==> src/assert_macros.svh <==
// Assertion macros for the top-level RTL file; clocked on clk, disabled in rst.
`ifndef ASSERT_MACROS_SVH
`define ASSERT_MACROS_SVH

// cons must hold in the same cycle as ante
`define ASSERT_IMPLIES(label, ante, cons, msg) \
  label: assert property (@(posedge clk) disable iff (rst) (ante) |-> (cons)) \
    else $error(msg);

// cons must hold in the cycle after ante
`define ASSERT_NEXT(label, ante, cons, msg) \
  label: assert property (@(posedge clk) disable iff (rst) (ante) |=> (cons)) \
    else $error(msg);

// cond must never be true
`define ASSERT_NEVER(label, cond, msg) \
  label: assert property (@(posedge clk) disable iff (rst) !(cond)) \
    else $error(msg);

`endif

==> src/utbd_pkg.sv <==
// Package for the radix converter: widths, register map, shared types and helpers.
`timescale 1ns / 1ps

package utbd_pkg;

  localparam int VALUE_BITS_DEF = 64;
  localparam int RADIX_W        = 6;
  localparam int CHAR_W         = 7;
  localparam int COUNT_W        = 7;
  localparam int APB_ADDR_W     = 3;
  localparam int APB_DATA_W     = 32;

  localparam logic [RADIX_W-1:0] RADIX_MIN   = 6'd2;
  localparam logic [RADIX_W-1:0] RADIX_MAX   = 6'd36;
  localparam logic [RADIX_W-1:0] RADIX_RESET = 6'd10;

  // word index of the radix register (byte address 0)
  localparam logic REG_RADIX = 1'b0;

  localparam logic [CHAR_W-1:0] CHAR_ZERO   = 7'd48;  // '0'
  localparam logic [CHAR_W-1:0] CHAR_LETTER = 7'd55;  // 'A' - 10
  localparam logic [RADIX_W-1:0] DEC_DIGITS = 6'd10;

  typedef struct packed {
    logic start;
  } div_ctrl_t;

  typedef struct packed {
    logic done;
    logic quot_nz;
  } div_stat_t;

  typedef struct packed {
    logic push;
    logic pop;
  } stk_ctrl_t;

  function automatic logic [RADIX_W-1:0] eff_radix(input logic [RADIX_W-1:0] r);
    logic [RADIX_W-1:0] res;
    if (r < RADIX_MIN) begin
      res = RADIX_MIN;
    end else if (r > RADIX_MAX) begin
      res = RADIX_MAX;
    end else begin
      res = r;
    end
    return res;
  endfunction

  function automatic logic [CHAR_W-1:0] to_ascii(input logic [RADIX_W-1:0] d);
    logic [CHAR_W-1:0] res;
    if (d < DEC_DIGITS) begin
      res = CHAR_ZERO + {1'b0, d};
    end else begin
      res = CHAR_LETTER + {1'b0, d};
    end
    return res;
  endfunction

endpackage

==> src/utbd_div.sv <==
// Bit-serial restoring divider: one quotient bit per cycle, small divisor.
`timescale 1ns / 1ps

module utbd_div #(
  parameter int VALUE_BITS = utbd_pkg::VALUE_BITS_DEF
) (
  input  logic                          clk,
  input  logic                          rst,
  input  utbd_pkg::div_ctrl_t           ctrl,
  input  logic [VALUE_BITS-1:0]         dividend,
  input  logic [utbd_pkg::RADIX_W-1:0]  divisor,
  output utbd_pkg::div_stat_t           stat,
  output logic [VALUE_BITS-1:0]         quotient,
  output logic [utbd_pkg::RADIX_W-1:0]  remainder
);

  localparam int CW = $clog2(VALUE_BITS);
  localparam logic [CW-1:0] LAST = CW'(VALUE_BITS - 1);

  logic [VALUE_BITS-1:0]        quot;
  logic [utbd_pkg::RADIX_W-1:0] rem;
  logic [utbd_pkg::RADIX_W-1:0] dvsr;
  logic [CW-1:0]                cnt;
  logic                         busy;
  logic                         done;
  logic                         quot_nz;

  logic [utbd_pkg::RADIX_W:0]   rem_shift;
  logic [utbd_pkg::RADIX_W:0]   rem_sub;
  logic                         fits;
  logic [utbd_pkg::RADIX_W-1:0] rem_next;

  always_comb begin
    rem_shift = {rem, quot[VALUE_BITS-1]};
    rem_sub   = rem_shift - {1'b0, dvsr};
    fits      = rem_shift >= {1'b0, dvsr};
    rem_next  = fits ? rem_sub[utbd_pkg::RADIX_W-1:0] : rem_shift[utbd_pkg::RADIX_W-1:0];
  end

  // control
  always_ff @(posedge clk) begin
    if (rst) begin
      busy <= 1'b0;
      done <= 1'b0;
      cnt  <= '0;
    end else begin
      done <= 1'b0;
      if (ctrl.start) begin
        busy <= 1'b1;
        cnt  <= '0;
      end else if (busy) begin
        cnt <= cnt + 1'b1;
        if (cnt == LAST) begin
          busy <= 1'b0;
          done <= 1'b1;
        end
      end
    end
  end

  // datapath
  always_ff @(posedge clk) begin
    if (ctrl.start) begin
      quot    <= dividend;
      rem     <= '0;
      dvsr    <= divisor;
      quot_nz <= 1'b0;
    end else if (busy) begin
      quot    <= {quot[VALUE_BITS-2:0], fits};
      rem     <= rem_next;
      quot_nz <= quot_nz | fits;
    end
  end

  assign stat.done    = done;
  assign stat.quot_nz = quot_nz;
  assign quotient     = quot;
  assign remainder    = rem;

endmodule

==> src/utbd_stack.sv <==
// Digit stack as a shift line: push at the top, pop from the top.
`timescale 1ns / 1ps

module utbd_stack #(
  parameter int DEPTH = utbd_pkg::VALUE_BITS_DEF
) (
  input  logic                         clk,
  input  utbd_pkg::stk_ctrl_t          ctrl,
  input  logic [utbd_pkg::CHAR_W-1:0]  din,
  output logic [utbd_pkg::CHAR_W-1:0]  top
);

  logic [utbd_pkg::CHAR_W-1:0] stk [DEPTH];

  always_ff @(posedge clk) begin
    if (ctrl.push) begin
      stk[0] <= din;
      for (int i = 1; i < DEPTH; i++) begin
        stk[i] <= stk[i-1];
      end
    end else if (ctrl.pop) begin
      for (int i = 0; i < DEPTH - 1; i++) begin
        stk[i] <= stk[i+1];
      end
    end
  end

  assign top = stk[0];

endmodule

==> src/uint_to_base_digits_unit.sv <==
// Top level: unsigned integer to ASCII digit string in a programmable radix.
//
// Usage:
//   Input channel (in_valid/in_ready, value): one word per conversion. Only the
//   low VALUE_BITS bits of value are used.
//   Output channel (out_valid/out_ready): one word per digit, most significant
//   first. digit_char is '0'-'9' or 'A'-'Z', last_digit flags the final digit,
//   digit_count carries the total digit count on every word.
//   APB port: one register, radix at byte address 0 (reset 10). Values below
//   2 act as 2, above 36 act as 36. Write only while the block is idle.
// Flow:
//   Each digit takes one full pass of the bit-serial divider (one quotient
//   bit per cycle); all N digits are divided out before the N output words
//   are emitted.
//   One conversion at a time: in_ready is high only while idle.
// Reset: synchronous; returns to idle and restores radix to 10.
// Stall: digits wait in the stack; a held out_ready just holds the current
//   word on the outputs.
`timescale 1ns / 1ps
`include "assert_macros.svh"

module uint_to_base_digits_unit #(
  parameter int VALUE_BITS = utbd_pkg::VALUE_BITS_DEF
) (
  input  logic                              clk,
  input  logic                              rst,
  // APB configuration
  input  logic                              psel,
  input  logic                              penable,
  input  logic                              pwrite,
  input  logic [utbd_pkg::APB_ADDR_W-1:0]   paddr,
  input  logic [utbd_pkg::APB_DATA_W-1:0]   pwdata,
  output logic [utbd_pkg::APB_DATA_W-1:0]   prdata,
  output logic                              pready,
  // input words
  input  logic                              in_valid,
  output logic                              in_ready,
  input  logic [63:0]                       value,
  // output words
  output logic                              out_valid,
  input  logic                              out_ready,
  output logic [utbd_pkg::CHAR_W-1:0]       digit_char,
  output logic                              last_digit,
  output logic [utbd_pkg::COUNT_W-1:0]      digit_count
);

  localparam int CNT_W = $clog2(VALUE_BITS + 1);

  typedef enum logic [2:0] {
    ST_IDLE = 3'b001,
    ST_DIV  = 3'b010,
    ST_EMIT = 3'b100
  } state_t;

  state_t state, state_next;

  logic [utbd_pkg::RADIX_W-1:0] radix;
  logic [CNT_W-1:0]             count, count_next;
  logic [CNT_W-1:0]             remain, remain_next;

  utbd_pkg::div_ctrl_t          div_ctrl;
  utbd_pkg::div_stat_t          div_stat;
  logic [VALUE_BITS-1:0]        div_dividend;
  logic [VALUE_BITS-1:0]        div_quot;
  logic [utbd_pkg::RADIX_W-1:0] div_rem;

  utbd_pkg::stk_ctrl_t          stk_ctrl;
  logic [utbd_pkg::CHAR_W-1:0]  stk_top;

  logic in_acc;
  logic out_acc;
  logic cfg_wr;

  // ---------------------------------------------------------------- APB
  assign pready = 1'b1;
  assign cfg_wr = psel && penable && pwrite && pready
                  && (paddr[2] == utbd_pkg::REG_RADIX);

  always_ff @(posedge clk) begin
    if (rst) begin
      radix <= utbd_pkg::RADIX_RESET;
    end else if (cfg_wr) begin
      radix <= pwdata[utbd_pkg::RADIX_W-1:0];
    end
  end

  always_comb begin
    prdata = '0;
    if (paddr[2] == utbd_pkg::REG_RADIX) begin
      prdata = {{(utbd_pkg::APB_DATA_W - utbd_pkg::RADIX_W){1'b0}}, radix};
    end
  end

  // ---------------------------------------------------------------- control
  assign in_ready  = (state == ST_IDLE);
  assign out_valid = (state == ST_EMIT);
  assign in_acc    = in_valid && in_ready;
  assign out_acc   = out_valid && out_ready;

  // the divider takes the fresh value on accept, else the last quotient
  assign div_dividend = in_ready ? value[VALUE_BITS-1:0] : div_quot;

  always_comb begin
    state_next     = state;
    count_next     = count;
    remain_next    = remain;
    div_ctrl.start = 1'b0;
    stk_ctrl.push  = 1'b0;
    stk_ctrl.pop   = 1'b0;
    unique case (state)
      ST_IDLE: begin
        if (in_acc) begin
          div_ctrl.start = 1'b1;
          count_next     = '0;
          state_next     = ST_DIV;
        end
      end
      ST_DIV: begin
        if (div_stat.done) begin
          stk_ctrl.push = 1'b1;
          count_next    = count + 1'b1;
          if (div_stat.quot_nz) begin
            div_ctrl.start = 1'b1;   // next digit from the quotient
          end else begin
            remain_next = count + 1'b1;
            state_next  = ST_EMIT;
          end
        end
      end
      ST_EMIT: begin
        if (out_acc) begin
          stk_ctrl.pop = 1'b1;
          remain_next  = remain - 1'b1;
          if (remain == CNT_W'(1)) begin
            state_next = ST_IDLE;
          end
        end
      end
      default: begin
        state_next = ST_IDLE;
      end
    endcase
  end

  always_ff @(posedge clk) begin
    if (rst) begin
      state  <= ST_IDLE;
      count  <= '0;
      remain <= '0;
    end else begin
      state  <= state_next;
      count  <= count_next;
      remain <= remain_next;
    end
  end

  // ---------------------------------------------------------------- datapath
  utbd_div #(
    .VALUE_BITS (VALUE_BITS)
  ) u_div (
    .clk       (clk),
    .rst       (rst),
    .ctrl      (div_ctrl),
    .dividend  (div_dividend),
    .divisor   (utbd_pkg::eff_radix(radix)),
    .stat      (div_stat),
    .quotient  (div_quot),
    .remainder (div_rem)
  );

  // digits arrive least significant first; the stack hands them back reversed
  utbd_stack #(
    .DEPTH (VALUE_BITS)
  ) u_stack (
    .clk  (clk),
    .ctrl (stk_ctrl),
    .din  (utbd_pkg::to_ascii(div_rem)),
    .top  (stk_top)
  );

  assign digit_char  = stk_top;
  assign last_digit  = (remain == CNT_W'(1));
  assign digit_count = utbd_pkg::COUNT_W'(count);

  // ---------------------------------------------------------------- checks
  `ASSERT_NEVER(a_one_at_a_time, in_ready && out_valid, "input taken while emitting")
  `ASSERT_IMPLIES(a_remain_range, out_valid, (remain != '0) && (remain <= count), "remain out of range")
  `ASSERT_IMPLIES(a_char_range, out_valid, ((digit_char >= 7'd48) && (digit_char <= 7'd57)) || ((digit_char >= 7'd65) && (digit_char <= 7'd90)), "digit char not alphanumeric")
  `ASSERT_NEXT(a_idle_after_last, out_acc && last_digit, in_ready, "not idle after last digit")

endmodule

==> config.mk <==
export PLATFORM = sky130hd
export DESIGN_NAME = uint_to_base_digits_unit
export DESIGN_NICKNAME = d
export VERILOG_FILES = /design/src/utbd_pkg.sv /design/src/utbd_div.sv /design/src/utbd_stack.sv /design/src/uint_to_base_digits_unit.sv
export VERILOG_INCLUDE_DIRS = /design/src /design/src/src
export SDC_FILE = /design/constraint.sdc
export NUM_CORES = 1
export LEC_CHECK = 0
export BUFFER_PORTS_ARGS = -buffer_cell sky130_fd_sc_hd__buf_2
export CORE_UTILIZATION = 25
export DETAILED_ROUTE_END_ITERATION = 8
export PLACE_DENSITY_LB_ADDON = 0.15
export RECOVER_POWER = 100
export SLEW_MARGIN = 20
export SYNTH_ARGS = -nofsm -noshare
export SYNTH_HDL_FRONTEND = slang
export SYNTH_SLANG_ARGS = --single-unit
==> constraint.sdc <==
create_clock -name clk -period 12.5 [get_ports clk]
set_clock_uncertainty 0.15 [all_clocks]
set_input_delay 2.5 -clock clk [delete_from_list [all_inputs] [get_ports clk]]
set_output_delay 2.5 -clock clk [all_outputs]
set_load 0.02 [all_outputs]
==> results of run 1 <==
metrics by stage:
stage	area (um^2)	hold WS (ps)	cells
after global placement	25900	283	3734
after global routing	27900	323	3851
after floorplan	24800	276	2507
after detailed placement	25900	291	3734
after CTS	28000	312	3850
final	27900	310	3851
cell type report:
class                   count  area (um^2)
fillers                 10308        69400
flip-flops and latches    556        16300
multi-input cells        1767         7310
clock buffers              90         1820
well taps                1276         1600
repair buffers            112          549
clock inverters            26          201
inverters                  23         87.6
diodes                      1         2.50
layer usage:
metal	up-vias	GRT usage (%)	wire [um]
met5	-	0	0
met4	0	3.99	1430
met3	88	2.10	1850
met2	216	15.1	21100
met1	7797	13.1	23100
li1	8124	-	-
report_power, final:
group | leakage (nW) | total (mW) | internal (mW) | switching (mW)
Clock | 0.972 | 1.83 | 1.06 | 0.770
Combinational | 5.33 | 0.205 | 0.0783 | 0.127
Sequential | 5.02 | 2.10 | 2.07 | 0.0250
Total | 11.3 | 4.13 | 3.21 | 0.922
flip-flops by register name (all words and copies together), names as in the netlist, 6 cells and up:
register and count:
u_stack.stk 448, digit_count 7, u_div.dvsr 6, u_div.quotient 64
u_div.remainder 6, remain 7, u_div.cnt 6, radix 6
path summary, 6_finish.rpt:
| kind | startpoint | endpoint | slack (ps) | cells after the start |
|---|---|---|---|---|
| worst max-delay path | out_ready | u_stack.stk[0][4]$_DFFE_PP_ | 4360 | 4 |
| worst max register to register | state[0]$_SDFFE_PP1P_ | digit_count[5]$_SDFFE_PP0P_ | 4770 | 6 |
| worst min-delay path | u_stack.stk[0][438]$_DFFE_PP_ | u_stack.stk[0][445]$_DFFE_PP_ | 310 | 0 |
| worst min register to register | u_stack.stk[0][438]$_DFFE_PP_ | u_stack.stk[0][445]$_DFFE_PP_ | 310 | 0 |
cells by family (layout without fill, tap and decap cells):
| logic type | count (synthesis) | count (layout) |
|---|---|---|
| AOI/OAI and AO/OA | 77 | 77 |
| DFF | 556 | 556 |
| muxes | 9 | 9 |
| and+or+nand+nor | 1620 | 1620 |
| other | 2 | 28 |
| xor gates and xnor gates | 19 | 19 |
| adders and majority gates | 15 | 15 |
| buffers and inverters | 184 | 251 |
layout by cell type, fill, tap and decap left out, drive strengths merged, types with 9 or more instances in the layout:
cell / n
nand2: 1516
o21ai: 21
buf: 81
xnor2: 9
nand3: 9
a21oi: 28
nor2: 41
dfxtp: 38
ha: 13
nor3: 10
conb: 27
clkinv: 21
xor2: 10
edfxtp: 518
clkbuf: 121
inv: 24
cells in the mapped netlist, drive strengths merged (2+ instances only):
master / number
nand2: 1516
edfxtp: 518
buf: 143
nor2: 41
dfxtp: 38
a21oi: 28
inv: 23
o21ai: 21
clkbuf: 18
ha: 13
nor3: 10
xor2: 10
nand3: 9
xnor2: 9
mux2i: 8
nor2b: 8
nand3b: 6
a211oi: 5
nand2b: 5
nand4: 5
a211o: 4
a21o: 4
and3: 4
or3: 3
a22oi: 2
a31oi: 2
conb: 2
nand4b: 2
nor3b: 2
o211ai: 2
o31ai: 2
or2: 2
or4b: 2
==> impl_metrics.toml, run 1 <==
[logic_synthesis]
ys_seq_area_share_pct = 66.1
async_reset_ff_share_pct = 0
yosys_register_bits = 556
synth_cell_types = 55
synthesis.area_um2 = 24700
yosys.area_share.simple_pct = 25.4
synth_edf_count = 518
netlist_top_cells_area = "edfxtp_1 63%, nand2_1 23%, dfxtp_1 3.1%"
synth_compound_area_share_pct = 1.97
synth.avg_cell_area_um2 = 9.95
synth-xor-area-share_pct = 0.674
synth_top_area_cell = "edfxtp_1"
synthMuxAreaShare_pct = 0.370
yosys_warnings = 0
ys.flop_type = "edfxtp_1"
synth_top_area_share_pct = 63.0
post_synth_fa_ha_maj_area_fraction_pct = 0.780
syn_inst = 2482
synth_top_family_by_area = "simple AND/OR/NAND/NOR gates"

[power_and_ir_drop]
p_per_area_nw_per_um2 = 148
ir_drop_v = 0.0000708
p_total_mw = 4.13
cellLeakagePower_nw = 11.3

[sta]
timing.final.ws_setup_ps = 4360
timing.setup.tns_ps = 0
max_slew_margin_pct = -211
max_freq_ghz = 0.123
hold_viol = 0
fin_crit_ps = 8140
tightest_slew_ps = 4660
timing.final.max_slew_violations = 851
period_share_pct = 65.2
rsz0062_at_grt = "no"
setup_viol_count_final = 0

[finish]
nets = 2647
final_core_util_pct = 28.7
layout-drive-gt1-share_pct = 6.64
area_growth_pct = 12.9

[critical_path]
path_buf_inv = 2
critPathMaxStageDelay_ps = 3220
critical_path_class = "input port to flop"
required_ps = 12510
cp_max_fo = 106
slowest_stage = "clkbuf_1"
cp_common_cell = "clkbuf_1"
cp_top_family = "buffers and inverters"
end_kind = "flop"
startpoint_type = "input port"
path_cells = "clkbuf_1 > and2_0 > clkbuf_1 > o21ai_0"
arrival_ps = 8160

[global_routing]
grt_max_degree = 186
grt_pass1_vias = 16272
antenna_found_initial = 1
grt_pass1_wl_um = 81300
track_usage_pct = 9.71
grt_overflow = 0

[clocking]
cts_root_buf = "clkbuf_16"
cts_buffers = 67
cts_tree = "yes"
clock_latency_ps = 610
cts.sinks = 556
post_cts_resize_count = 0
cts_hold_buffers = 0
clk_pin_slew_ps = 60
htreeDepth = 3
clock_path_buffers = 3
post-cts-setup-buffers = 0

[status]
status = "complete, but fails checks"
violations = "max-capacitance violations, max-slew violations"

[floorplan]
rows = 114
die_h_um = 316
start_util_pct = 25.4
fp.dieArea_um2 = 100000
die_w_um = 316
ios = 156
core_um2 = 97300

[drt]
vias_per_cell = 4.21
ant_nets = 0
drtPass1Iterations = 5
drt-total-wl_um = 47500
drtIter0Drc = 1095
drc = 0
vias = 16225
drt-wirelength-per-cell_um = 12.3

[placement]
place.gp.congestion = 0.718
dp_slack_ps = 6730
port_buffers = 100
hpwlAfterDp_um = 26700

[flow_run]
drv_cap = 10

[worst_hold_path]
hp-class = "flop to flop"
Power figures use the tool's default switching activity.
==> run 2, diff against run 1 <==
- clock period: 12.5 -> 7.05 ns (I/O delays scaled with it)
==> run 2 against run 1 <==
Compared with the run above: the flow still finishes with violations (max-capacitance violations, max-slew violations); register-to-register slack got worse by 2900 ps; core utilization increased by 0.096 points; critical path depth unchanged; largest cell class unchanged; largest power group unchanged.
==> impl_metrics.toml, run 2 (synthesized netlist as in run 1, its figures left out) <==
[global_routing]
grt_max_degree = 238
antenna_found_initial = 0
track_usage_pct = 9.71
grt_pass1_wl_um = 81300
grt_overflow = 0
grt_pass1_vias = 16274

[clocking]
cts_root_buf = "clkbuf_16"
clk_pin_slew_ps = 60
post_cts_resize_count = 0
clock_path_buffers = 3
post-cts-setup-buffers = 0
cts_buffers = 67
cts.sinks = 556
clock_latency_ps = 610
htreeDepth = 3
cts_tree = "yes"
cts_hold_buffers = 0

[floorplan]
die_w_um = 316
ios = 156
fp.dieArea_um2 = 100000
rows = 114
die_h_um = 316
core_um2 = 97300
start_util_pct = 25.4

[critical_path]
cp_max_fo = 129
end_kind = "flop"
required_ps = 6930
slowest_stage = "or2_0"
critical_path_class = "flop to flop"
rr_worst_depth = 4
path_cells = "nand3b_1 > or2_0 > nand2_8 > clkbuf_4"
startpoint_type = "flop"
cp_top_family = "simple AND/OR/NAND/NOR gates"
arrival_ps = 5060
worstSetupPathDepth = 4
path_buf_inv = 1
critPathMaxStageDelay_ps = 1450

[finish]
registers.top_by_ff_count = "u_stack.stk"
num_antenna_cells = 0
layout-drive-gt1-share_pct = 7.37
final_cell_mix = "1514 x nand2_1, 518 x edfxtp_1, 75 x buf_2"
area_growth_pct = 13.3
nets = 2650
final.fill_count = 10266
largest_register_ff_count = 448
final_core_util_pct = 28.8
final_common_cell = "nand2_1"

[drt]
ant_nets = 0
drtPass1Iterations = 5
drt-wirelength-per-cell_um = 12.3
drt-total-wl_um = 47600
drtIter0Drc = 1111
drc = 0
vias = 16215
vias_per_cell = 4.21

[status]
violations = "max-capacitance violations, max-slew violations"
status = "complete, but fails checks"

[sta]
timing.final.ws_setup_ps = 1880
timing.setup.tns_ps = 0
period_share_pct = 73.4
setup_viol_count_final = 0
rsz0062_at_grt = "no"
fin_crit_ps = 5170
timing.final.max_slew_violations = 738
hold_viol = 0
tightest_slew_ps = 2780
max_freq_ghz = 0.193
max_slew_margin_pct = -85.6

[placement]
hpwlAfterDp_um = 26900
port_buffers = 100
place.gp.congestion = 0.705
dp_slack_ps = 2730

[worst_hold_path]
min_path_cells = 0
hp-class = "flop to flop"

[power_and_ir_drop]
cellLeakagePower_nw = 11.4
ir_drop_v = 0.000126
p_per_area_nw_per_um2 = 264

[flow_run]
drv_cap = 8
[run 2: changes by cell type in the layout (fill, tap and decap cells not counted), moves of 2 or more]
cell	change
clkbuf_8	+4
clkinv_2	+10
clkbuf_4	+2
clkinv_1	-9
inv_6	+2
clkbuf_2	+5
clkbuf_1	-8
[run 2: worst paths after layout]
check,start,to,slack [ps]
max,state[0]$_SDFFE_PP1P_,u_stack.stk[0][369]$_DFFE_PP_,1880
min,u_stack.stk[0][440]$_DFFE_PP_,u_stack.stk[0][447]$_DFFE_PP_,310
max reg2reg,state[0]$_SDFFE_PP1P_,u_stack.stk[0][369]$_DFFE_PP_,1880
min reg2reg,u_stack.stk[0][440]$_DFFE_PP_,u_stack.stk[0][447]$_DFFE_PP_,310
[run 2: through the flow]
step,power [mW],hold WS [ps],instance area (um^2),std cells
6_report,7.39,305,28000,3855
5_1_grt,7.71,320,28000,3855
4_1_cts,7.55,308,28100,3855
3_5_place_dp,4.16,294,26000,3737
3_3_place_gp,4.15,281,26000,3737
2_1_floorplan,4.05,276,24800,2507
[run 2: report_power, final]
group	internal, mW	total [mW]	switching [mW]
clock network	1.94	3.32	1.38
registers	3.67	3.72	0.0463
logic	0.132	0.356	0.224
total	5.74	7.39	1.65
[run 2: metal layers]
layer	track usage [%]	share of wire [%]	vias to the layer above
li1	-	-	8136
met1	13.1	49	7810
met2	15.3	45	185
met3	2.02	3.4	84
met4	3.61	2.6	0
met5	0	0	-
[run 2: final cells by class]
type	instances	area (um^2)	area share, %
clock buffers	89	1830	6.54
clock inverters	29	253	0.903
inverters	23	91.3	0.326
multi-input cells	1767	7320	26.1
flip-flops and latches	556	16300	58.3
well taps	1276	1600	5.71
repair buffers	115	574	2.05
==> run 3, diff against run 2 <==
- clock period: 7.05 -> 5 ns (I/O delays scaled with it)
==> run 3 against run 2 <==
Compared with the run above: the run still ends with max-capacitance violations, max-slew violations left; via count grew 0.23%; final cell count grew 0.23%; first-iteration DRC count grew 12%; critical path type unchanged; largest power group unchanged.
==> impl_metrics.toml, run 3 (synthesized netlist as in run 1, its figures left out) <==
[critical_path]
required_ps = 5310
slowest_stage = "and2_2"
cp_common_cell = "nand2_1"
critPathMaxStageDelay_ps = 1160
path_cells = "or3b_1 > inv_1 > and2_2 > clkbuf_2 > nand2_1 > nand2_1"
cp_max_fo = 67
end_kind = "flop"
startpoint_type = "flop"
critical_path_class = "flop to flop"
arrival_ps = 4230

[sta]
rsz0062_at_grt = "no"
setup_viol_count_final = 0
timing.setup.tns_ps = 0
timing.final.max_slew_violations = 137
max_freq_ghz = 0.255
period_share_pct = 78.5
fin_crit_ps = 3920
hold_viol = 0
max_slew_margin_pct = -8.32
tightest_slew_ps = 1620
timing.final.ws_setup_ps = 1080

[clocking]
post-cts-setup-buffers = 0
clock_path_buffers = 3
cts_hold_buffers = 0
post_cts_resize_count = 0
cts_tree = "yes"
cts_root_buf = "clkbuf_16"
htreeDepth = 3
clk_pin_slew_ps = 60
cts_buffers = 68
cts.sinks = 556
clock_latency_ps = 610

[global_routing]
grt_pass1_wl_um = 81300
grt_max_degree = 155
track_usage_pct = 9.73
grt_overflow = 0
antenna_found_initial = 0
grt_pass1_vias = 16159

[drt]
drt-wirelength-per-cell_um = 12.4
drt-total-wl_um = 47900
vias_per_cell = 4.21
drtPass1Iterations = 5
vias = 16253
drc = 0
drtIter0Drc = 1242
ant_nets = 0

[finish]
registers.top_by_ff_count = "u_stack.stk"
design_area_um2 = 28100
num_antenna_cells = 0
area_growth_pct = 13.7
nets = 2655
final_common_cell = "nand2_1"
final_cell_mix = "1514 x nand2_1, 518 x edfxtp_1, 76 x buf_2"
largest_register_ff_count = 448
layout-drive-gt1-share_pct = 7.57

[power_and_ir_drop]
p_total_mw = 10.4
cellLeakagePower_nw = 11.5
ir_drop_v = 0.000257
p_per_area_nw_per_um2 = 369

[status]
violations = "max-capacitance violations, max-slew violations"
status = "complete, but fails checks"

[placement]
hpwlAfterDp_um = 27800
place.gp.congestion = 0.735
placed_cell_area_um2 = 26100
port_buffers = 100
dp_slack_ps = 1550

[floorplan]
die_w_um = 316
die_h_um = 316
core_um2 = 97300
start_util_pct = 25.4
ios = 156
fp.dieArea_um2 = 100000
rows = 114

[flow_run]
drv_cap = 3

[worst_hold_path]
hp-class = "flop to flop"
==> run 3: cell count changes in the layout (fill, tap and decap cells not counted), sizes merged <==
cell	before	now
buf	81	87
clkbuf	123	120
bufinv	3	1
inv	27	26
clkinv	22	31
==> run 3: final timing paths <==
path	from	to	slack, ps	depth (start not counted)
worst max-delay path	state[2]$_SDFFE_PP0P_	u_stack.stk[0][129]$_DFFE_PP_	1080	6
worst max register to register	state[2]$_SDFFE_PP0P_	u_stack.stk[0][129]$_DFFE_PP_	1080	6
worst min register to register	u_stack.stk[0][436]$_DFFE_PP_	u_stack.stk[0][443]$_DFFE_PP_	290	0
worst min-delay path	u_stack.stk[0][436]$_DFFE_PP_	u_stack.stk[0][443]$_DFFE_PP_	290	0
==> run 3: area by class of cell <==
cell class	count	area, um^2
Fill cell	10233	69200
Tap cell	1276	1600
Multi-Input combinational cell	1767	7320
Inverter	23	91.3
Clock inverter	35	221
Clock buffer	88	1850
Timing Repair Buffer	119	677
Sequential cell	556	16300
==> run 3: power by group <==
| part | internal (mW) | total [mW] | switching [mW] |
|---|---|---|---|
| logic | 0.184 | 0.503 | 0.319 |
| registers | 5.18 | 5.24 | 0.0628 |
| clock network | 2.67 | 4.62 | 1.95 |
| total | 8.03 | 10.4 | 2.33 |
==> run 3: per-stage QoR <==
| step | std cells | utilization [%] | hold slack (ps) |
|---|---|---|---|
| 6_report | 3864 | 28.9 | 292 |
| 5_1_grt | 3864 | 28.9 | 307 |
| 4_1_cts | 3864 | 28.9 | 295 |
| 3_5_place_dp | 3741 | 26.8 | 293 |
| 3_3_place_gp | 3741 | 26.8 | 287 |
| 2_1_floorplan | 2507 | - | 276 |
==> run 3: per-layer routing <==
| layer | GRT usage, % | vias to the layer above | routed length (um) |
|---|---|---|---|
| met1 | 13.4 | 7825 | 23500 |
| li1 | - | 8145 | - |
| met2 | 15.1 | 207 | 21400 |
| met4 | 3.34 | 0 | 1240 |
| met5 | 0 | - | 0 |
| met3 | 2.20 | 76 | 1740 |
==> run 3: critical path, delay by kind of cell, from the launching register on <==
family / cells / cell delay [ps]
buf+inv: 2 / 1090
flops: 1 / 570
simple gates: 4 / 1930
